$ cat src/rtl/core/fra_pkg.sv
package fra_pkg;

  // Width of each input field
  localparam int IN_WIDTH  = 16;
  // Working width: full sum of two products, capped at a 64-bit wrap
  localparam int WORK_W    = (2 * IN_WIDTH + 1 > 64) ? 64 : 2 * IN_WIDTH + 1;
  localparam int NUM_SUM_W = 33;
  localparam int DEN_SUM_W = 32;

  typedef struct packed {
    logic signed [IN_WIDTH-1:0] num_a;
    logic signed [IN_WIDTH-1:0] den_a;
    logic signed [IN_WIDTH-1:0] num_b;
    logic signed [IN_WIDTH-1:0] den_b;
  } in_item_t;

  typedef struct packed {
    logic signed [NUM_SUM_W-1:0] num_sum;
    logic signed [DEN_SUM_W-1:0] den_sum;
    logic                        zero_factor;
  } out_item_t;

endpackage

$ cat src/rtl/core/fraction_add_reduce_top.sv
// Adds two signed fractions num_a/den_a + num_b/den_b and reduces the result
// by a truncating Euclid factor, giving num_sum/den_sum.
// Input: present an item on in_item and raise start; it is taken at the edge
// where start is high and busy is low. busy stays high until the result goes.
// Output: out_valid is high for exactly one cycle with the result on
// out_item; the receiver must take it then, there is no back-pressure.
// When both sum and product are zero the result is 0/0 with zero_factor set.
// Flow: the three bit-serial products come first, then each Euclid step
// runs in the shared radix-2 divider, which also forms the two final
// quotients. With 16-bit fields WORK_W is 33. One item is in flight at a
// time; the next may start in the cycle out_valid is high.
// Reset (synchronous, rst_n low) drops any item in flight and returns to idle.
module fraction_add_reduce_top
  import fra_pkg::*;
(
  input  logic      clk,
  input  logic      rst_n,
  input  logic      start,
  input  in_item_t  in_item,
  output logic      busy,
  output logic      out_valid,
  output out_item_t out_item
);

  typedef enum logic [2:0] {
    ST_IDLE,
    ST_MUL,
    ST_CHK,
    ST_GCD,
    ST_QN,
    ST_QD
  } state_t;

  state_t            state_r, state_nxt;
  logic [WORK_W-1:0] num_r, num_nxt;
  logic [WORK_W-1:0] den_r, den_nxt;
  logic [WORK_W-1:0] x_r, x_nxt;
  logic [WORK_W-1:0] y_r, y_nxt;
  logic [WORK_W-1:0] qn_r, qn_nxt;
  logic              out_valid_r, out_valid_nxt;
  out_item_t         out_r, out_nxt;

  logic              mul_go;
  logic [WORK_W-1:0] p_ad, p_cb, p_bd;
  logic [2:0]        mul_dones;
  logic              mul_done;
  logic [WORK_W-1:0] sum;

  logic              div_go;
  logic [WORK_W-1:0] div_dvd, div_dvs;
  logic [WORK_W-1:0] div_quo, div_rem;
  logic              div_done;

  assign busy   = (state_r != ST_IDLE);
  assign mul_go = start && !busy;

  fra_mul u_mul_ad (
    .clk, .rst_n, .go(mul_go),
    .mcand(in_item.num_a), .mplier(in_item.den_b),
    .prod(p_ad), .done(mul_dones[0])
  );

  fra_mul u_mul_cb (
    .clk, .rst_n, .go(mul_go),
    .mcand(in_item.num_b), .mplier(in_item.den_a),
    .prod(p_cb), .done(mul_dones[1])
  );

  fra_mul u_mul_bd (
    .clk, .rst_n, .go(mul_go),
    .mcand(in_item.den_a), .mplier(in_item.den_b),
    .prod(p_bd), .done(mul_dones[2])
  );

  assign mul_done = &mul_dones;
  assign sum      = p_ad + p_cb;

  fra_div u_div (
    .clk, .rst_n, .go(div_go),
    .dividend(div_dvd), .divisor(div_dvs),
    .quo(div_quo), .rem(div_rem), .done(div_done)
  );

  always_comb begin
    state_nxt     = state_r;
    num_nxt       = num_r;
    den_nxt       = den_r;
    x_nxt         = x_r;
    y_nxt         = y_r;
    qn_nxt        = qn_r;
    out_valid_nxt = 1'b0;
    out_nxt       = out_r;
    div_go        = 1'b0;
    div_dvd       = y_r;
    div_dvs       = x_r;
    case (state_r)
      ST_IDLE: begin
        if (start) state_nxt = ST_MUL;
      end
      ST_MUL: begin
        if (mul_done) begin
          num_nxt   = sum;
          den_nxt   = p_bd;
          x_nxt     = sum;
          y_nxt     = p_bd;
          state_nxt = ST_CHK;
        end
      end
      ST_CHK: begin
        if (x_r != '0) begin
          div_go    = 1'b1;
          state_nxt = ST_GCD;
        end else if (y_r == '0) begin
          // factor is zero: report 0/0 with the flag
          out_valid_nxt       = 1'b1;
          out_nxt             = '0;
          out_nxt.zero_factor = 1'b1;
          state_nxt           = ST_IDLE;
        end else begin
          div_go    = 1'b1;
          div_dvd   = num_r;
          div_dvs   = y_r;
          state_nxt = ST_QN;
        end
      end
      ST_GCD: begin
        if (div_done) begin
          y_nxt     = x_r;
          x_nxt     = div_rem;
          state_nxt = ST_CHK;
        end
      end
      ST_QN: begin
        if (div_done) begin
          qn_nxt    = div_quo;
          div_go    = 1'b1;
          div_dvd   = den_r;
          div_dvs   = y_r;
          state_nxt = ST_QD;
        end
      end
      ST_QD: begin
        if (div_done) begin
          out_valid_nxt       = 1'b1;
          out_nxt.num_sum     = NUM_SUM_W'(signed'(qn_r));
          out_nxt.den_sum     = DEN_SUM_W'(signed'(div_quo));
          out_nxt.zero_factor = 1'b0;
          state_nxt           = ST_IDLE;
        end
      end
      default: state_nxt = ST_IDLE;
    endcase
  end

  always_ff @(posedge clk) begin
    if (!rst_n) begin
      state_r     <= ST_IDLE;
      out_valid_r <= 1'b0;
    end else begin
      state_r     <= state_nxt;
      out_valid_r <= out_valid_nxt;
    end
    num_r <= num_nxt;
    den_r <= den_nxt;
    x_r   <= x_nxt;
    y_r   <= y_nxt;
    qn_r  <= qn_nxt;
    out_r <= out_nxt;
  end

  assign out_valid = out_valid_r;
  assign out_item  = out_r;

  a_accept_busy: assert property (@(posedge clk) disable iff (!rst_n)
    start && !busy |=> busy)
    else $error("accepted item did not make the block busy");

  a_result_from_work: assert property (@(posedge clk) disable iff (!rst_n)
    out_valid |-> $past(busy))
    else $error("result strobe without an item in flight");

  a_zero_clean: assert property (@(posedge clk) disable iff (!rst_n)
    out_valid && out_item.zero_factor |->
      (out_item.num_sum == '0 && out_item.den_sum == '0))
    else $error("zero factor result carries non-zero fields");

  a_mul_done_state: assert property (@(posedge clk) disable iff (!rst_n)
    mul_done |-> state_r == ST_MUL)
    else $error("products finished outside the multiply phase");

  a_div_done_state: assert property (@(posedge clk) disable iff (!rst_n)
    div_done |-> (state_r == ST_GCD || state_r == ST_QN || state_r == ST_QD))
    else $error("divider finished outside a divide phase");

endmodule

$ cat src/rtl/core/fra_mul.sv
module fra_mul
  import fra_pkg::*;
(
  input  logic                       clk,
  input  logic                       rst_n,
  input  logic                       go,
  input  logic signed [IN_WIDTH-1:0] mcand,
  input  logic signed [IN_WIDTH-1:0] mplier,
  output logic [WORK_W-1:0]          prod,
  output logic                       done
);

  localparam int CNT_W = $clog2(IN_WIDTH);

  logic [WORK_W-1:0]   acc_r, acc_nxt;
  logic [WORK_W-1:0]   mcand_r, mcand_nxt;
  logic [IN_WIDTH-1:0] mplier_r, mplier_nxt;
  logic [CNT_W-1:0]    cnt_r, cnt_nxt;
  logic                run_r, run_nxt;
  logic                done_r, done_nxt;
  logic [WORK_W-1:0]   addend;

  always_comb begin
    acc_nxt    = acc_r;
    mcand_nxt  = mcand_r;
    mplier_nxt = mplier_r;
    cnt_nxt    = cnt_r;
    run_nxt    = run_r;
    done_nxt   = 1'b0;
    addend     = mplier_r[0] ? mcand_r : '0;
    if (go) begin
      acc_nxt    = '0;
      mcand_nxt  = WORK_W'(mcand);
      mplier_nxt = mplier;
      cnt_nxt    = CNT_W'(IN_WIDTH - 1);
      run_nxt    = 1'b1;
    end else if (run_r) begin
      // the multiplier's sign bit carries negative weight
      acc_nxt    = (cnt_r == '0) ? acc_r - addend : acc_r + addend;
      mcand_nxt  = mcand_r << 1;
      mplier_nxt = mplier_r >> 1;
      cnt_nxt    = cnt_r - 1'b1;
      if (cnt_r == '0) begin
        run_nxt  = 1'b0;
        done_nxt = 1'b1;
      end
    end
  end

  always_ff @(posedge clk) begin
    if (!rst_n) begin
      run_r  <= 1'b0;
      done_r <= 1'b0;
    end else begin
      run_r  <= run_nxt;
      done_r <= done_nxt;
    end
  end

  always_ff @(posedge clk) begin
    acc_r    <= acc_nxt;
    mcand_r  <= mcand_nxt;
    mplier_r <= mplier_nxt;
    cnt_r    <= cnt_nxt;
  end

  assign prod = acc_r;
  assign done = done_r;

endmodule

$ cat src/rtl/core/fra_div.sv
module fra_div
  import fra_pkg::*;
(
  input  logic              clk,
  input  logic              rst_n,
  input  logic              go,
  input  logic [WORK_W-1:0] dividend,
  input  logic [WORK_W-1:0] divisor,
  output logic [WORK_W-1:0] quo,
  output logic [WORK_W-1:0] rem,
  output logic              done
);

  localparam int CNT_W = $clog2(WORK_W);

  logic [WORK_W-1:0] q_r, q_nxt;
  logic [WORK_W-1:0] r_r, r_nxt;
  logic [WORK_W-1:0] dvs_r, dvs_nxt;
  logic              qneg_r, qneg_nxt;
  logic              rneg_r, rneg_nxt;
  logic [CNT_W-1:0]  cnt_r, cnt_nxt;
  logic              run_r, run_nxt;
  logic              done_r, done_nxt;
  logic [WORK_W:0]   trial;
  logic [WORK_W:0]   diff;

  always_comb begin
    q_nxt    = q_r;
    r_nxt    = r_r;
    dvs_nxt  = dvs_r;
    qneg_nxt = qneg_r;
    rneg_nxt = rneg_r;
    cnt_nxt  = cnt_r;
    run_nxt  = run_r;
    done_nxt = 1'b0;
    trial    = {r_r, q_r[WORK_W-1]};
    diff     = trial - {1'b0, dvs_r};
    if (go) begin
      // work on magnitudes, restore signs at the output
      q_nxt    = dividend[WORK_W-1] ? -dividend : dividend;
      dvs_nxt  = divisor[WORK_W-1] ? -divisor : divisor;
      r_nxt    = '0;
      qneg_nxt = dividend[WORK_W-1] ^ divisor[WORK_W-1];
      rneg_nxt = dividend[WORK_W-1];
      cnt_nxt  = CNT_W'(WORK_W - 1);
      run_nxt  = 1'b1;
    end else if (run_r) begin
      if (!diff[WORK_W]) begin
        r_nxt = diff[WORK_W-1:0];
        q_nxt = {q_r[WORK_W-2:0], 1'b1};
      end else begin
        r_nxt = trial[WORK_W-1:0];
        q_nxt = {q_r[WORK_W-2:0], 1'b0};
      end
      cnt_nxt = cnt_r - 1'b1;
      if (cnt_r == '0) begin
        run_nxt  = 1'b0;
        done_nxt = 1'b1;
      end
    end
  end

  always_ff @(posedge clk) begin
    if (!rst_n) begin
      run_r  <= 1'b0;
      done_r <= 1'b0;
    end else begin
      run_r  <= run_nxt;
      done_r <= done_nxt;
    end
  end

  always_ff @(posedge clk) begin
    q_r    <= q_nxt;
    r_r    <= r_nxt;
    dvs_r  <= dvs_nxt;
    qneg_r <= qneg_nxt;
    rneg_r <= rneg_nxt;
    cnt_r  <= cnt_nxt;
  end

  assign quo  = qneg_r ? -q_r : q_r;
  assign rem  = rneg_r ? -r_r : r_r;
  assign done = done_r;

endmodule

$ cat config.mk
export PLATFORM = sky130hd
export DESIGN_NAME = fraction_add_reduce_top
export DESIGN_NICKNAME = d
export VERILOG_FILES = /design/src/rtl/core/fra_pkg.sv /design/src/rtl/core/fraction_add_reduce_top.sv /design/src/rtl/core/fra_mul.sv /design/src/rtl/core/fra_div.sv
export SDC_FILE = /design/constraint.sdc
export NUM_CORES = 2
export LEC_CHECK = 0
export BUFFER_PORTS_ARGS = -buffer_cell sky130_fd_sc_hd__buf_2
export CORE_MARGIN = 10
export CORE_UTILIZATION = 39
export CTS_CLUSTER_DIAMETER = 80
export CTS_CLUSTER_SIZE = 10
export DETAILED_ROUTE_END_ITERATION = 7
export HOLD_SLACK_MARGIN = 0.08
export PLACE_DENSITY = 0.59
export SYNTH_ARGS = -nofsm -noshare
export SYNTH_HDL_FRONTEND = slang
export SYNTH_HIERARCHICAL = 1
export SYNTH_SLANG_ARGS = --single-unit
$ cat constraint.sdc
create_clock -name clk -period 7.8 [get_ports clk]
set_input_delay 1.17 -clock clk [delete_from_list [all_inputs] [get_ports clk]]
set_output_delay 1.17 -clock clk [all_outputs]
set_load 0.1 [all_outputs]
Word-level counts from Yosys, hierarchy flattened:

Cells that the tools add are included.

* input port bits: 67
* register bits after elaboration: 608
* output and inout bits: 68

* multiplexer cells: 75
* add/sub/neg operators: 16
* reductions and logical operators: 26
* bitwise logic cells: 6
* eq/ne operators: 12

Operators with widths (number)
* 33-bit two-way mux: 28
* 33-bit one-hot mux with 2 select lines: 4
* 66-bit two-way mux: 3
* 33-bit adder: 4
* 33-bit negation: 4
* 66-bit one-hot mux with 2 select lines: 1
* 33-bit subtractor: 3
* 16-bit two-way mux: 6
* 34-bit by 33-bit subtractor with 34-bit output: 1
* 33-bit logical NOT: 1
* 33-bit nonzero test: 1
* 32-bit two-way mux: 1
* 1-bit two-way mux: 22
* 3-bit two-way mux: 7
* 3-bit one-hot mux with 6 select lines: 1
* 4-bit logical NOT: 3
* 2-bit nonzero test: 6
* 3-bit OR reduction: 4
* 4-bit by 1-bit subtractor with 4-bit output (second input constant): 3
* 2-bit != test (second input constant): 4
* 4-bit AND reduction: 2
* 3-bit by 2-bit equality test with 1-bit output (second input constant): 2
* 3-bit equality test (second input constant): 2
* 6-bit logical NOT: 1
* other kinds (13): 21

Depth between registers and ports, before layout:

* depth in word-level cells: 7
* mapped depth: 21

Cells and area by module:

The synthesis kept the hierarchy.

Modules (own cells, without submodules)
* fra_mul at u_mul_ad ...: cells an instance 710, area each 6213.5 µm², times used 2
* fraction_add_reduce_top: cells an instance 1010, area each 11456.0 µm², times used 1
* fra_div: cells an instance 1001, area each 8652.0 µm², times used 1
* fra_mul at u_mul_cb: cells an instance 695, area each 6062.1 µm², times used 1

Least setup slack after synthesis:

OpenSTA, ideal clock, no wires.

* path kind: register to register
* start: register state_r[0]
* end: register x_r[0], enable pin
* stages on the path, launching flop included: 4
* setup slack: 1564 ps
* arrival time: 5652 ps
* cell sequence: dfxtp_1 > clkbuf_1 > clkbuf_1 > nor3b_1

* cells in the longest elaborated chain, start to end: 3
* elaborated cells on any way between the ends: 6

Ends and longest elaborated chain
* start: declaration: line fraction_add_reduce_top.sv:34 `state_t state_r, state_nxt;`
* start signal: assignment: line fraction_add_reduce_top.sv:160 `state_r <= state_nxt;`
* 3-bit by 2-bit equality test with 1-bit output / 3-bit by 1-bit equality test with 1-bit output (equally long branches): line fraction_add_reduce_top.sv:96 `case (state_r)`
* 2-bit by 1-bit != test with 1-bit output (no line) (tied with other cells)
* 3-bit AND reduction (no line) (*)
* end signal: assignment: line fraction_add_reduce_top.sv:165 `x_r <= x_nxt;`
* end: declaration: line fraction_add_reduce_top.sv:37 `logic [WORK_W-1:0] x_r, x_nxt;`

Every way passes the cells marked *; elsewhere a longest branch is shown, timed or not.
A chain may end at the register's enable or synchronous reset.

Final worst setup path:

* start: register y_r[26]
* end: register u_div.dvs_r[30], data pin

* cells in the longest elaborated chain, start to end: 6
* elaborated cells on any way between the ends: 7

Ends and longest elaborated chain
* start: declaration: line fraction_add_reduce_top.sv:38 `logic [WORK_W-1:0] y_r, y_nxt;`
* start signal: assignment: line fraction_add_reduce_top.sv:166 `y_r <= y_nxt;`
* 33-bit logical NOT: line fraction_add_reduce_top.sv:113 `end else if (y_r == '0) begin`
* 33-bit two-way mux: line fraction_add_reduce_top.sv:113
* 33-bit two-way mux: line fraction_add_reduce_top.sv:110 `if (x_r != '0) begin`
* 33-bit one-hot mux with 2 select lines: line fraction_add_reduce_top.sv:96
* via div_dvs[6]: line fraction_add_reduce_top.sv:50 `logic [WORK_W-1:0] div_dvd, div_dvs;`
* 33-bit negation: line fra_div.sv:41 `dvs_nxt = divisor[WORK_W-1] ? -divisor : divisor;`
* 32-bit two-way mux: line fra_div.sv:41
* end signal: assignment: line fra_div.sv:76 `dvs_r <= dvs_nxt;`
* end: declaration: line fra_div.sv:18 `logic [WORK_W-1:0] dvs_r, dvs_nxt;`

The timed path passes the listed nets, and every way through them passes these cells.

==> out/summary.txt <==
final worst-path cycle share - 74.2%
FF-to-FF path depth - 14
Vias per Instance - 5.68
# Post-CTS Setup Buffers - 0
largest cells by area after synthesis - edfxtp_1, dfxtp_1, ha_1, nand2_1, xnor2_1
Power Density - 294 mW/mm²
final hold violation count - 0
Clk pwr share - 26.7%
Cells after Synth - 4126
Post-synth top flop - edfxtp_1
Vias - 31300
P_sw - 4.85 mW
WP depth - 14
startpoint type of the worst setup path - flip-flop
Max Cap Violations - 0
RR Startpoint - y_r[26]
largest fanout on the critical path - 75
die area - 0.112 mm²
hold buffer count at CTS - 0
area leader, netlist - edfxtp_1
Syn Std Cell Area - 0.0386 mm²
clk_lat worst skew - 680 ps
Reg area - 0.0166 mm²
status - complete, but fails checks
multi-input logic area - 0.0203 mm²
most instantiated cells after synthesis - nand2_1, edfxtp_1, nor2_1, o21ai_0, a21oi_1
VDD IR max - 0.180 mV
core area - 0.0983 mm²
GRT Overall Usage - 19.1%
Sw Share - 38.7%
Reg2Reg Setup Slack - 2020 ps
number of cell rows - 115
CP top delay family - simple AND/OR/NAND/NOR gates
Post-synth EDFFs - 446
Setup TNS - 0 ps
Worst-Margin Slew - 1160 ps
final-layout fill cell count - 9543
Initial Util - 39.3%
root buffer cell - clkbuf_16
first-pass iteration count of the detailed router - 8
largest net degree at the start of global routing - 83
htree depth - 3
Worst Setup End Kind - flip-flop
Die Width - 335 µm
Hold Path Depth - 2
Num CTS Buffers - 73
Max stage delay on crit path - 610 ps
first-pass GRT wire length - 171 mm
count leader, synth - nand2_1
Post-CTS Resized - 0
WL/cell - 20.1 µm
worst min path class - reg2reg
dpl cells - 5373
Clock Sinks - 608
crit path cell chain - nor4_1 -> nand4_1 -> nor3_1 -> o31ai_1 -> nand2b_2 -> buf_4 -> o21ai_0 -> nor4_1 -> nand4_1 -> or4_1 -> or2_1 -> or3_1 -> o31ai_1 -> xnor2_1
drc violations - 8
CP endpoint - u_div/dvs_r[30]
initial antenna violation count - 10
Sequential Power Share - 35.5%
chip height - 335 µm
Final Setup Violations - 0
# IOs - 135
worst clock skew - 53.5 ps
worst reg2reg endpoint - u_div/dvs_r[30]
Gate power share - 37.8%
Final ANT Viol Nets - 0
crit path from - y_r[26]
Seq/Total Area, Yosys - 43.1%
CTS tree - built
fin nets - 4405
vias in the first global route - 29500
violated checks - DRC
unrepaired setup endpoints after global routing - false
drt initial violations - 3028
CTS max path bufs - 3
Pwr Total - 12.5 mW
final slew viol count - 0
Post-Syn Nets - 4370
Synth Register Bits - 608
achievable clock frequency - 173 MHz
Tmin final - 5780 ps
count of cell types in the netlist - 103
IO buf count - 134
synth warn - 6
required time worst endpoint - 8200 ps
Hold WS - 466 ps
Internal Dissipation - 7.69 mW
Lkg Pwr - 16.8 nW
share of the synthesized area in the top cell type - 34.7%
Area growth, synth to finish - 10.4%
Crit-path slowest cell - buf_4
grt total ovfl - 0
Post-Layout Cell Count - 5510
Final GP Congestion - 0.927
placed wire-length estimate - 82.3 mm
average size of a mapped cell - 9.35 µm²
Relative slew margins - 22.3%
layout cells sized above 1 - 10.7%
crit path DAT - 6190 ps
Reg clk slew, reported paths - 50 ps
ys async rst share - 0%
crit path buf inv count - 1
final core occ - 43.4%
final wirelength - 111 mm
Setup CP Type - reg2reg
==> flip-flops by register name, indices dropped and copies added (netlist names), 16 cells and up <==
name / count
qn_r: 33
u_mul_bd/mplier_r: 16
u_div/q_r: 33
u_mul_bd/mcand_r: 33
u_mul_bd/prod: 33
u_mul_cb/mcand_r: 33
u_div/r_r: 33
u_mul_ad/mcand_r: 33
den_r: 33
out_item: 66
u_mul_cb/mplier_r: 16
u_mul_ad/prod: 33
y_r: 33
u_mul_cb/prod: 33
num_r: 33
u_div/dvs_r: 33
u_mul_ad/mplier_r: 16
x_r: 33
==> how the worst min path moves through the flow <==
| stage | startpoint | end | slack, ps |
|---|---|---|---|
| 2_1_floorplan | u_mul_bd/prod[32] | den_r[32] | 440 |
| 3_3_place_gp | u_div/cnt_r[0] | u_div/cnt_r[0] | 450 |
| 3_5_place_dp | u_div/cnt_r[0] | u_div/cnt_r[0] | 460 |
| 4_1_cts | u_div/cnt_r[0] | u_div/cnt_r[0] | 470 |
| 5_1_grt | u_div/cnt_r[0] | u_div/cnt_r[0] | 490 |
| 6_report | u_div/cnt_r[0] | u_div/cnt_r[0] | 470 |
==> tightest hold or removal path, delay by kind of cell (launching register included) <==
kind             cells  cell delay (ps)
AND/OR/NAND/NOR      1               60
flip-flops           1              300
AO/OA/AOI/OAI        1               50
==> kinds of logic (layout without fill, tap and decap cells) <==
| family | after synthesis | after routing | share of synthesized area, % |
|---|---|---|---|
| flops | 608 | 608 | 43.1 |
| buf+inv | 416 | 510 | 4.47 |
| fa+ha+maj | 177 | 177 | 5.84 |
| xor+xnor | 299 | 299 | 6.78 |
| other cells | 0 | 3 | 0 |
| compound gates | 1050 | 1050 | 17.9 |
| simple gates | 1410 | 1410 | 17.3 |
| mux | 166 | 166 | 4.66 |
==> layer usage <==
layer	up-vias	track usage [%]	wire length, µm
met2	906	30.6	50400
met3	202	3.63	6260
met4	10	8.15	4870
met5	-	0	66
li1	15300	-	-
met1	14900	25.0	49300
==> power groups by stage <==
stage | registers [mW] | clock network, mW | logic (mW)
6_report | 4.45 | 3.34 | 4.75
5_1_grt | 4.50 | 3.57 | 5.24
2_1_floorplan | 4.30 | 0 | 3.53
4_1_cts | 4.45 | 3.44 | 4.68
3_5_place_dp | 4.52 | 0 | 4.65
3_3_place_gp | 4.51 | 0 | 4.64
==> cell usage in the layout (no fill, tap or decap), drive strengths merged, types with 27 or more instances in the layout <==
cell type / count
nand3: 88
o31ai: 56
clkbuf: 120
nand2: 568
o21ai: 272
nand4: 46
xor2: 107
nand2b: 27
a21oi: 257
or4: 32
a211oi: 61
inv: 205
mux2: 102
nor2: 304
buf: 172
xnor2: 192
a31oi: 40
and3: 93
o211ai: 28
dfxtp: 162
edfxtp: 446
a21o: 80
a222oi: 32
or3: 28
nor4: 45
mux2i: 64
ha: 172
o41ai: 30
nor3: 78
o21a: 27
==> per-stage QoR <==
stage          instance area [µm²]  worst slack (ps)
2_1_floorplan                38600              1560
6_report                     42600              2020
5_1_grt                      42600              1630
3_3_place_gp                 40300              2250
3_5_place_dp                 40300              2180
4_1_cts                      42600              2180
==> area by class of cell <==
cell class	instances	share of cell area [%]
multi-input cells	3102	47.7
flip-flops and latches	608	39.0
clock buffers	120	4.72
well taps	1287	3.78
repair buffers	172	2.24
inverters	204	1.80
clock inverters	14	0.714
diodes	3	0.0176
Note: power is estimated with default switching activity, not from simulation.
